$ cat src/dps_pkg.sv
package dps_pkg;

    localparam int TOP_COUNT  = 4;
    localparam int ATTR_COUNT = 6;

    localparam int ID_W     = 10;
    localparam int ATTR_W   = 8;
    localparam int WEIGHT_W = 9;
    localparam int PROD_W   = WEIGHT_W + ATTR_W;
    localparam int SUM_W    = PROD_W + 3;
    localparam int SCORE_W  = 18;
    localparam int RANK_W   = 2;

    localparam int CFG_IDX_W  = 3;
    localparam int CFG_DATA_W = 10;
    localparam logic [CFG_IDX_W-1:0] CFG_ADMIRER = 3'd6;

    // front-to-back queue
    localparam int Q_DEPTH = 4;
    localparam int Q_PTR_W = 2;
    localparam int Q_CNT_W = 3;

    // output slot buffer
    localparam int OUT_CNT_W = 3;

    typedef struct packed {
        logic [ID_W-1:0]          item_id;
        logic signed [ATTR_W-1:0] attr_0;
        logic signed [ATTR_W-1:0] attr_1;
        logic signed [ATTR_W-1:0] attr_2;
        logic signed [ATTR_W-1:0] attr_3;
        logic signed [ATTR_W-1:0] attr_4;
        logic signed [ATTR_W-1:0] attr_5;
        logic                     last_item;
    } t_item;

    typedef struct packed {
        logic [RANK_W-1:0]  rank;
        logic [ID_W-1:0]    candidate_id;
        logic [SCORE_W-1:0] score;
        logic               slot_valid;
        logic               last_slot;
    } t_res;

    // classified candidate handed from front to back
    typedef struct packed {
        logic [SCORE_W-1:0] score;
        logic [ID_W-1:0]    id;
        logic               eligible;
        logic               last;
    } t_cand;

    typedef struct packed {
        logic [Q_CNT_W-1:0] count;
        logic               not_empty;
    } t_q_status;

endpackage

$ cat src/dps_front.sv
module dps_front (
    input  logic                           i_clk,
    input  logic                           i_rst_n,
    input  logic                           i_cfg_we,
    input  logic [dps_pkg::CFG_IDX_W-1:0]  i_cfg_idx,
    input  logic [dps_pkg::CFG_DATA_W-1:0] i_cfg_data,
    input  logic                           i_push,
    input  dps_pkg::t_item                 i_item,
    input  dps_pkg::t_q_status             i_q_status,
    output logic                           o_full,
    output logic                           o_cand_valid,
    output dps_pkg::t_cand                 o_cand
);
    import dps_pkg::*;

    logic signed [WEIGHT_W-1:0] r_weight [ATTR_COUNT];
    logic [ID_W-1:0]            r_admirer;

    logic signed [ATTR_W-1:0]   attr   [ATTR_COUNT];
    logic signed [PROD_W-1:0]   n_prod [ATTR_COUNT];
    logic signed [PROD_W-1:0]   r_prod [ATTR_COUNT];
    logic                       r_s1_valid;
    logic [ID_W-1:0]            r_s1_id;
    logic                       r_s1_last;
    logic                       r_s1_self;
    logic signed [SUM_W-1:0]    sum;
    logic                       accept;
    logic [Q_CNT_W-1:0]         credit_used;

    assign attr[0] = i_item.attr_0;
    assign attr[1] = i_item.attr_1;
    assign attr[2] = i_item.attr_2;
    assign attr[3] = i_item.attr_3;
    assign attr[4] = i_item.attr_4;
    assign attr[5] = i_item.attr_5;

    // queue slots taken or promised to the item in the multiply stage
    assign credit_used = i_q_status.count + Q_CNT_W'(r_s1_valid);
    assign o_full      = credit_used >= Q_CNT_W'(Q_DEPTH);
    assign accept      = i_push && !o_full;

    always_comb begin
        for (int k = 0; k < ATTR_COUNT; k++) begin
            n_prod[k] = PROD_W'(r_weight[k]) * PROD_W'(attr[k]);
        end
    end

    always_ff @(posedge i_clk) begin
        if (!i_rst_n) begin
            for (int k = 0; k < ATTR_COUNT; k++) begin
                r_weight[k] <= '0;
            end
            r_admirer  <= '0;
            r_s1_valid <= 1'b0;
        end else begin
            if (i_cfg_we) begin
                if (i_cfg_idx < CFG_IDX_W'(ATTR_COUNT)) begin
                    r_weight[i_cfg_idx] <= i_cfg_data[WEIGHT_W-1:0];
                end else if (i_cfg_idx == CFG_ADMIRER) begin
                    r_admirer <= i_cfg_data[ID_W-1:0];
                end
            end
            r_s1_valid <= accept;
        end
    end

    always_ff @(posedge i_clk) begin
        if (accept) begin
            r_prod    <= n_prod;
            r_s1_id   <= i_item.item_id;
            r_s1_last <= i_item.last_item;
            r_s1_self <= i_item.item_id == r_admirer;
        end
    end

    always_comb begin
        sum = '0;
        for (int k = 0; k < ATTR_COUNT; k++) begin
            sum = sum + SUM_W'(r_prod[k]);
        end
    end

    // nonnegative sums never exceed the score range, so no saturation
    assign o_cand_valid   = r_s1_valid;
    assign o_cand.score    = sum[SCORE_W-1:0];
    assign o_cand.id       = r_s1_id;
    assign o_cand.eligible = !r_s1_self && !sum[SUM_W-1];
    assign o_cand.last     = r_s1_last;

endmodule

$ cat src/dps_queue.sv
module dps_queue (
    input  logic               i_clk,
    input  logic               i_rst_n,
    input  logic               i_wr,
    input  dps_pkg::t_cand     i_wr_data,
    input  logic               i_rd,
    output dps_pkg::t_cand     o_head,
    output dps_pkg::t_q_status o_status
);
    import dps_pkg::*;

    t_cand              r_mem [Q_DEPTH];
    logic [Q_PTR_W-1:0] r_wr_ptr;
    logic [Q_PTR_W-1:0] r_rd_ptr;
    logic [Q_CNT_W-1:0] r_count;

    always_ff @(posedge i_clk) begin
        if (!i_rst_n) begin
            r_wr_ptr <= '0;
            r_rd_ptr <= '0;
            r_count  <= '0;
        end else begin
            if (i_wr) begin
                r_wr_ptr <= r_wr_ptr + 1'b1;
            end
            if (i_rd) begin
                r_rd_ptr <= r_rd_ptr + 1'b1;
            end
            r_count <= r_count + Q_CNT_W'(i_wr) - Q_CNT_W'(i_rd);
        end
    end

    always_ff @(posedge i_clk) begin
        if (i_wr) begin
            r_mem[r_wr_ptr] <= i_wr_data;
        end
    end

    assign o_head             = r_mem[r_rd_ptr];
    assign o_status.count     = r_count;
    assign o_status.not_empty = r_count != '0;

endmodule

$ cat src/dps_back.sv
module dps_back (
    input  logic           i_clk,
    input  logic           i_rst_n,
    input  logic           i_q_not_empty,
    input  dps_pkg::t_cand i_head,
    output logic           o_q_pop,
    input  logic           i_pop,
    output logic           o_empty,
    output dps_pkg::t_res  o_res
);
    import dps_pkg::*;

    typedef struct packed {
        logic [SCORE_W-1:0] score;
        logic [ID_W-1:0]    id;
        logic               valid;
    } t_slot;

    t_slot                r_list [TOP_COUNT];
    t_slot                n_list [TOP_COUNT];
    logic [TOP_COUNT-1:0] beats;
    t_slot                cand_slot;

    t_slot                r_out [TOP_COUNT];
    logic [OUT_CNT_W-1:0] r_out_cnt;
    logic [RANK_W-1:0]    r_out_idx;
    logic                 out_pop;
    logic                 load_ok;
    logic                 do_insert;
    logic                 do_load;

    assign out_pop   = i_pop && !o_empty;
    // the buffer can take a new round once its final slot leaves
    assign load_ok   = (r_out_cnt == '0) || (r_out_cnt == OUT_CNT_W'(1) && out_pop);
    assign o_q_pop   = i_q_not_empty && (!i_head.last || load_ok);
    assign do_insert = o_q_pop && i_head.eligible;
    assign do_load   = o_q_pop && i_head.last;

    assign cand_slot.score = i_head.score;
    assign cand_slot.id    = i_head.id;
    assign cand_slot.valid = 1'b1;

    // valid slots come first in descending order, so beats is a thermometer
    always_comb begin
        for (int k = 0; k < TOP_COUNT; k++) begin
            beats[k] = !r_list[k].valid || (r_list[k].score < i_head.score);
        end
        for (int k = 0; k < TOP_COUNT; k++) begin
            if (!do_insert) begin
                n_list[k] = r_list[k];
            end else if (k > 0 && beats[(k > 0) ? k - 1 : 0]) begin
                n_list[k] = r_list[(k > 0) ? k - 1 : 0];
            end else if (beats[k]) begin
                n_list[k] = cand_slot;
            end else begin
                n_list[k] = r_list[k];
            end
        end
    end

    // slot data needs no reset; only the valid bits are cleared
    always_ff @(posedge i_clk) begin
        for (int k = 0; k < TOP_COUNT; k++) begin
            r_list[k].score <= n_list[k].score;
            r_list[k].id    <= n_list[k].id;
        end
        if (!i_rst_n) begin
            for (int k = 0; k < TOP_COUNT; k++) begin
                r_list[k].valid <= 1'b0;
            end
            r_out_cnt <= '0;
            r_out_idx <= '0;
        end else begin
            for (int k = 0; k < TOP_COUNT; k++) begin
                r_list[k].valid <= do_load ? 1'b0 : n_list[k].valid;
            end
            if (do_load) begin
                r_out_cnt <= OUT_CNT_W'(TOP_COUNT);
                r_out_idx <= '0;
            end else if (out_pop) begin
                r_out_cnt <= r_out_cnt - 1'b1;
                r_out_idx <= r_out_idx + 1'b1;
            end
        end
    end

    always_ff @(posedge i_clk) begin
        if (do_load) begin
            for (int k = 0; k < TOP_COUNT; k++) begin
                r_out[k].valid <= n_list[k].valid;
                r_out[k].score <= n_list[k].valid ? n_list[k].score : '0;
                r_out[k].id    <= n_list[k].valid ? n_list[k].id : '0;
            end
        end
    end

    assign o_empty            = r_out_cnt == '0;
    assign o_res.rank         = r_out_idx;
    assign o_res.candidate_id = r_out[r_out_idx].id;
    assign o_res.score        = r_out[r_out_idx].score;
    assign o_res.slot_valid   = r_out[r_out_idx].valid;
    assign o_res.last_slot    = r_out_idx == RANK_W'(TOP_COUNT - 1);

endmodule

$ cat src/dot_product_top_k_select.sv
// Weighted-score top-4 selection for one admirer.
//
// Configuration: write i_cfg_data at i_cfg_idx with i_cfg_we, only while the
// block is idle. Indexes 0..5 load the signed 9-bit weights, index 6 the
// admirer id; other indexes are ignored. Weights and admirer id reset to zero.
// Input: an item (entity id, six signed attributes, last flag) is taken on a
// clock edge with i_push high and o_full low. One item per cycle is sustained
// until o_full rises. Items with the admirer id or a negative score are dropped.
// Output: an item marked last releases four ranked slots, rank 0 first, each
// popped with i_pop while o_empty is low. The first slot is visible after the
// last item passes the multiply stage register and the queue and is loaded
// into the output buffer (the top-4 insert and the output load share one edge).
// Throughput is one item per cycle while o_full is low; a round also needs
// four pops. If the receiver stalls, the four slots wait in the output
// buffer while scoring continues; the next last item waits in the four-entry
// queue until the final slot leaves, and o_full rises once that queue fills.
// Reset (synchronous, active low) empties the queue, list and output buffer.
module dot_product_top_k_select (
    input  logic                           i_clk,
    input  logic                           i_rst_n,
    input  logic                           i_cfg_we,
    input  logic [dps_pkg::CFG_IDX_W-1:0]  i_cfg_idx,
    input  logic [dps_pkg::CFG_DATA_W-1:0] i_cfg_data,
    input  logic                           i_push,
    output logic                           o_full,
    input  dps_pkg::t_item                 i_item,
    output logic                           o_empty,
    input  logic                           i_pop,
    output dps_pkg::t_res                  o_res
);
    import dps_pkg::*;

    logic      cand_valid;
    t_cand     cand;
    t_cand     q_head;
    t_q_status q_status;
    logic      q_pop;

    // front: config registers, six multipliers, adder and classification
    dps_front u_front (
        .i_clk        (i_clk),
        .i_rst_n      (i_rst_n),
        .i_cfg_we     (i_cfg_we),
        .i_cfg_idx    (i_cfg_idx),
        .i_cfg_data   (i_cfg_data),
        .i_push       (i_push),
        .i_item       (i_item),
        .i_q_status   (q_status),
        .o_full       (o_full),
        .o_cand_valid (cand_valid),
        .o_cand       (cand)
    );

    // decoupling queue; front only pushes when it holds a credit
    dps_queue u_queue (
        .i_clk     (i_clk),
        .i_rst_n   (i_rst_n),
        .i_wr      (cand_valid),
        .i_wr_data (cand),
        .i_rd      (q_pop),
        .o_head    (q_head),
        .o_status  (q_status)
    );

    // back: top-4 insert and ranked output buffer
    dps_back u_back (
        .i_clk         (i_clk),
        .i_rst_n       (i_rst_n),
        .i_q_not_empty (q_status.not_empty),
        .i_head        (q_head),
        .o_q_pop       (q_pop),
        .i_pop         (i_pop),
        .o_empty       (o_empty),
        .o_res         (o_res)
    );

endmodule

$ cat config.mk
export PLATFORM = sky130hd
export DESIGN_NAME = dot_product_top_k_select
export DESIGN_NICKNAME = d
export VERILOG_FILES = /design/src/dps_pkg.sv /design/src/dps_front.sv /design/src/dps_queue.sv /design/src/dps_back.sv /design/src/dot_product_top_k_select.sv
export SDC_FILE = /design/constraint.sdc
export NUM_CORES = 2
export LEC_CHECK = 0
export BUFFER_PORTS_ARGS = -buffer_cell sky130_fd_sc_hd__buf_4
export CAP_MARGIN = 15
export CORE_MARGIN = 10
export CORE_UTILIZATION = 58
export DETAILED_ROUTE_END_ITERATION = 10
export GPL_ROUTABILITY_DRIVEN = 0
export PLACE_DENSITY = 0.78
export SYNTH_ARGS = -nofsm -noshare
export SYNTH_HDL_FRONTEND = slang
export SYNTH_SLANG_ARGS = --single-unit
$ cat constraint.sdc
create_clock -name i_clk -period 5.3 [get_ports i_clk]
set_input_delay 1.325 -clock i_clk [delete_from_list [all_inputs] [get_ports i_clk]]
set_output_delay 1.325 -clock i_clk [all_outputs]
set_load 0.01 [all_outputs]
Word level (Yosys, flattened, before mapping)

Memory sizes are Yosys's and may differ from the RTL's. A register that Yosys moved wholly into a read port is not among the register bits.
Cells that the tools add are included.

$add $sub $neg: 11
Multiply operators: 6
Magnitude comparators: 6
Equality and inequality tests: 4
Multiplexer cells: 46
Bitwise gates (word level): 6
Reductions and logical operators: 28

Operator list:

| kind                  | number |
|---|---|
| $mux W29              | 11 |
| $mul A9 B8 Y17        | 6 |
| $lt A18 B18 Y1        | 4 |
| $mux W18              | 4 |
| $add A20 B17 Y20      | 3 |
| $mux W10              | 4 |
| $add A18 B17 Y19      | 1 |
| $mux W1               | 19 |
| $add A17 B17 Y18      | 1 |
| $eq A10 B10 Y1        | 1 |
| $logic_not A1 Y1      | 9 |
| $mux W3               | 3 |
| $mux W9               | 1 |
| $reduce_or A9 Y1      | 1 |
| $mux W2               | 4 |
| $logic_and A1 B1 Y1   | 7 |
| $add A2 B1 Y2 const B | 3 |
| $logic_or A1 B1 Y1    | 6 |
| $or A1 B1 Y1          | 4 |
| $add A3 B1 Y3         | 1 |
| $eq A3 B1 Y1 const B  | 1 |
| $eq A3 B3 Y1 const B  | 1 |
| $ge A3 B3 Y1 const B  | 1 |
| $logic_not A3 Y1      | 1 |
| 9 further kinds       | 10 |

Register bits after elaboration: 137
Bits in writable memories: 406
Input port bits: 77
Output and inout bits: 34
Word-level logic and storage cells: 128
Memories: 4

Memory list:

| memory           | words | bits a word | rd ports | clocked after memory_dff | wr ports | RTL line        | RTL |
|---|---|---|---|---|---|---|---|
| u_queue.r_mem    | 4     | 30          | 1        | 1                        | 1        | dps_queue.sv:12 | `t_cand r_mem [Q_DEPTH];` |
| u_back.r_list    | 4     | 29          | 4        | 0                        | 4        | dps_back.sv:19  | `t_slot r_list [TOP_COUNT];` |
| u_back.r_out     | 4     | 29          | 1        | 1                        | 4        | dps_back.sv:24  | `t_slot r_out [TOP_COUNT];` |
| u_front.r_weight | 6     | 9           | 6        | 0                        | 6        | dps_front.sv:16 | `logic signed [WEIGHT_W-1:0] r_weight [ATTR_COUNT];` |

Depth between registers and ports, before layout

Word-level depth: 11
Mapped depth: 25

Modules after synthesis

Synthesis repeated with hierarchy kept, for this count alone.

Cells, all modules: 3623
Area total of the unflattened synthesis: 41359.7 um2

By module, submodules not included:

| module    | instances | cells an instance | area an instance (um2) |
|---|---|---|---|
| dps_front | 1         | 2489              | 24867.6 |
| dps_back  | 1         | 936               | 11726.2 |
| dps_queue | 1         | 198               | 4765.8 |

Least setup slack after synthesis

Ideal clock, no wire load.

Path kind: in2reg
From: input port i_item[22] (netlist bit)
To: register u_front.r_prod[50] (netlist bit), data pin
Data arrival time: 5177 ps
Required time: 5034 ps
Setup slack: -143 ps
Stages on the path: 17
Path buffers: 1
Cell sequence: clkbuf_1 -> nand2_1 -> fa_1 -> fa_1 -> inv_1 -> fa_1 -> inv_1 -> fa_1 -> inv_1 -> ha_1 -> o21ai_0 -> nand2_1 -> a21o_1 -> a31o_2 -> a41o_1 -> o41ai_1 -> xnor2_1

RTL lines:

| item                 | RTL line                       | RTL |
|---|---|---|
| from (decl)          | dot_product_top_k_select.sv:26 | `input dps_pkg::t_item i_item,` |
| to (signal assigned) | dps_front.sv:69                | `r_prod <= n_prod;` |
| to (decl)            | dps_front.sv:21                | `logic signed [PROD_W-1:0] r_prod [ATTR_COUNT];` |

==> run summary <==
Status - finished, violations left
RSZ-0062 raised after global routing - true
Initial core utilization - 0.585
Failing checks - setup timing
Final setup skew - 0.0515 ns
Final HPWL DP - 71200 um
Worst hold path type - reg -> reg
Sequential area share after synthesis - 0.366
Post-detailed-route count of antenna-violating nets - 0
Dpl cell area - 44500 um2
Drt pass-1 iters - 6
Area of the die - 81700 um2
WL per Instance - 19.1 um
Required time of the worst setup path - 5.65 ns
Overflow after GRT - 0
Site Rows - 97
Startpoint Class - flop
Worst slew pin tran - 1.06 ns
Hold path endpoint - u_back.r_out_cnt[1]
Max Root-Sink Buffers - 3
Fill cells - 5095
Reg clk slew, reported paths - 0.07 ns
Synth Net Count - 4421
Final-stage net count - 4735
Number of distinct library cells after synthesis - 63
Vias per std cell - 5.57
Fmax - 0.180 GHz
Placed cell count - 4815
Detailed Route WL - 94100 um
IO buf count - 110
Worst endpoint data arrival time - 5.89 ns
Final Critical Period - 5.54 ns
Setup violators final - 12
R2R depth - 21
Fin. Hold Viols - 0
WHS Path Cells - 2
Largest fanout on the critical path - 4
Max-Cap Viols - 0
Reg2reg end - u_queue.r_mem[0][1]
Post-route cell area - 46700 um2
Critical path endpoint category - flop
Area delta synth->final - 13.9%
Syn. warnings - 0
Hold Buf Count CTS - 0
Post-synth EDFFs - 404
Sequential cell area - 15000 um2
Multi-input gate area - 23600 um2
Largest net degree at the start of global routing - 92
Die height - 286 um
Setup Crit Path Kind - reg -> reg
TritonCTS clock tree - done
Clk root buf - clkbuf_16
CTS H-tree depth - 2
Via count - 27400
Max Slew Vio Count - 0
Yosys reg bits - 547
Global Route Usage Sum - 0.233
Post-synth ARST share - 0
Synth Cell Area - 41000 um2
Syn Area/Cell - 11.3 um2
# IOs - 111
Diodes inserted - 0
DRC violations left - 0
Vias in the first global route - 28900
Primary FF master, synth - edfxtp_1
Clock sinks - 547
Worst skew pair latency - 0.64 ns
Worst reg2reg setup slack - -0.24 ns
First-pass GRT wire length - 152000 um
Detailed Route Iter0 Violations - 2125
R2r startpoint - u_front.r_prod[57]
Fraction of layout cells with a size suffix above 1 - 0.155
Post-Synthesis Cells - 3620
Relative slew margins - 0.294
Worst setup margin - -0.241 ns
Antenna violations before repair - 1
Non-filler instance count after layout - 4919
Worst hold start - u_back.r_out_cnt[1]
Core ar. - 70000 um2
Final period utilization - 1.05
CTS buffer count - 53
Die width - 286 um
==> through the flow <==
stage	TNS [ns]	worst slack (ns)	hold slack [ns]	utilization
global route	-5.01	-0.372	0.513	0.666
global placement	-2.90	-0.264	0.468	0.635
finish	-1.58	-0.241	0.484	0.666
detailed placement	-7.33	-0.322	0.472	0.635
CTS	-0.553	-0.122	0.488	0.664
floorplan	-0.0479	-0.0479	0.454	-
==> worst max-delay path, stage by stage, from the launching register on <==
cell and delay [ns]:
edfxtp_1 0.42, fa_1 0.55, ha_4 0.19, buf_4 0.15, nor3_1 0.49, a211oi_2 0.18
or3_4 0.40, a21oi_2 0.15, o21a_1 0.17, xnor2_2 0.09, fa_1 0.52, inv_1 0.06
fa_1 0.47, inv_1 0.04, ha_2 0.16, buf_4 0.14, nor3_1 0.22, nor2_1 0.11
o211a_4 0.16, o311ai_4 0.24, a21oi_2 0.11, o21ba_4 0.22
==> how the worst max path moves through the flow <==
stage                            start                  end  slack, ns  cells past startpoint
floorplan                   i_item[22]   u_front.r_prod[50]      -0.05                     17
global placement            i_item[19]   u_front.r_prod[50]      -0.26                     17
detailed placement          i_item[19]   u_front.r_prod[50]      -0.32                     17
CTS                 u_front.r_prod[52]  u_queue.r_mem[1][1]      -0.12                     24
global route        u_front.r_prod[74]  u_queue.r_mem[2][1]      -0.37                     21
finish              u_front.r_prod[57]  u_queue.r_mem[0][1]      -0.24                     21
==> flip-flops by register name (all words and copies together), names as in the netlist, 2 cells and up, named ones only <==
register           cells
u_front.r_admirer     10
u_back.r_out_cnt       3
u_queue.r_mem        120
u_back.r_out         116
u_queue.r_wr_ptr       2
u_front.r_prod       102
u_front.r_s1_id       10
u_back.r_out_idx       2
u_queue.r_rd_ptr       2
u_back.r_list        116
u_queue.r_count        3
u_front.r_weight      54
==> cell families after synthesis <==
| group | after synthesis | synth area share |
|---|---|---|
| simple gates | 950 | 0.117 |
| compound gates | 427 | 0.0712 |
| mux | 119 | 0.0497 |
| buf+inv | 700 | 0.0658 |
| fa+ha+maj | 724 | 0.298 |
| flops | 547 | 0.366 |
| xor+xnor | 153 | 0.0327 |
==> synthesized netlist by cell type (all sizes together) (3+ instances only) <==
master | instances | area share
a21boi | 12 | 0.0022
nor4b | 3 | 0.00064
nand2 | 255 | 0.023
mux2i | 32 | 0.0078
a41o | 3 | 0.00073
a21oi | 148 | 0.018
o41ai | 8 | 0.0017
or2 | 7 | 0.0011
xnor2 | 126 | 0.027
nand4 | 11 | 0.0017
and2 | 317 | 0.048
nor2b | 19 | 0.0029
a31oi | 4 | 0.00061
a31o | 7 | 0.0015
mux2 | 28 | 0.0095
clkbuf | 50 | 0.0046
o21ai | 45 | 0.0055
dfxtp | 143 | 0.070
o22ai | 29 | 0.0044
a221oi | 3 | 0.00064
nor3 | 26 | 0.0032
inv | 616 | 0.056
ha | 302 | 0.092
mux4 | 59 | 0.032
a41oi | 5 | 0.0011
a21o | 30 | 0.0055
a211oi | 63 | 0.012
edfxtp | 404 | 0.30
o21bai | 8 | 0.0015
nor2 | 180 | 0.017
o221ai | 28 | 0.0090
o211ai | 5 | 0.00092
buf | 34 | 0.0048
fa | 422 | 0.21
and4 | 4 | 0.00085
or3 | 8 | 0.0012
o21a | 14 | 0.0026
nand3 | 57 | 0.0070
and3 | 10 | 0.0015
o31ai | 3 | 0.00055
nand2b | 52 | 0.0079
xor2 | 27 | 0.0058
o31a | 3 | 0.00064
==> cells in the final DEF (no fill, tap or decap), types with 14 or more instances in the layout <==
| cell type | n |
|---|---|
| o21ai_0 | 39 |
| edfxtp_1 | 404 |
| o221ai_2 | 20 |
| a21o_1 | 30 |
| a211oi_1 | 61 |
| nor3_1 | 26 |
| xor2_1 | 26 |
| o22ai_1 | 29 |
| xnor2_1 | 119 |
| mux2_4 | 20 |
| dfxtp_1 | 141 |
| nand3_1 | 56 |
| nand2_1 | 254 |
| a21oi_1 | 138 |
| inv_1 | 613 |
| nand2b_1 | 52 |
| fa_1 | 420 |
| mux4_2 | 59 |
| o21a_1 | 14 |
| clkbuf_16 | 56 |
| buf_4 | 339 |
| and2_1 | 315 |
| nor2_1 | 176 |
| nor2b_1 | 19 |
| ha_1 | 297 |
| mux2i_1 | 30 |
==> per-layer routing <==
metal | global-route usage | up-vias | wire [um]
met5 | 0 | - | 11
met4 | 0.0738 | 2 | 2970
met3 | 0.0344 | 202 | 5940
met2 | 0.411 | 891 | 47900
met1 | 0.291 | 13700 | 37200
li1 | - | 12700 | -
==> final cells by class <==
class / count / area share
repair buffers: 343 / 0.0562
clock inverters: 36 / 0.0100
well taps: 940 / 0.0252
clock buffers: 64 / 0.0315
multi-input cells: 2373 / 0.506
inverters: 616 / 0.0495
flip-flops and latches: 547 / 0.321
==> timing repair <==
action | in CTS | in global routing
pin swaps | 15 | 15
resized for setup | 22 | 30
setup buffers | 2 | 2
cloned | 0 | 0
setup endpoints to repair | 28 | 28
endpoints found under the hold margin | 0 | 0
Power is not shown: default switching activity piles up to over one toggle a cycle in this logic, so the estimate is an artifact.
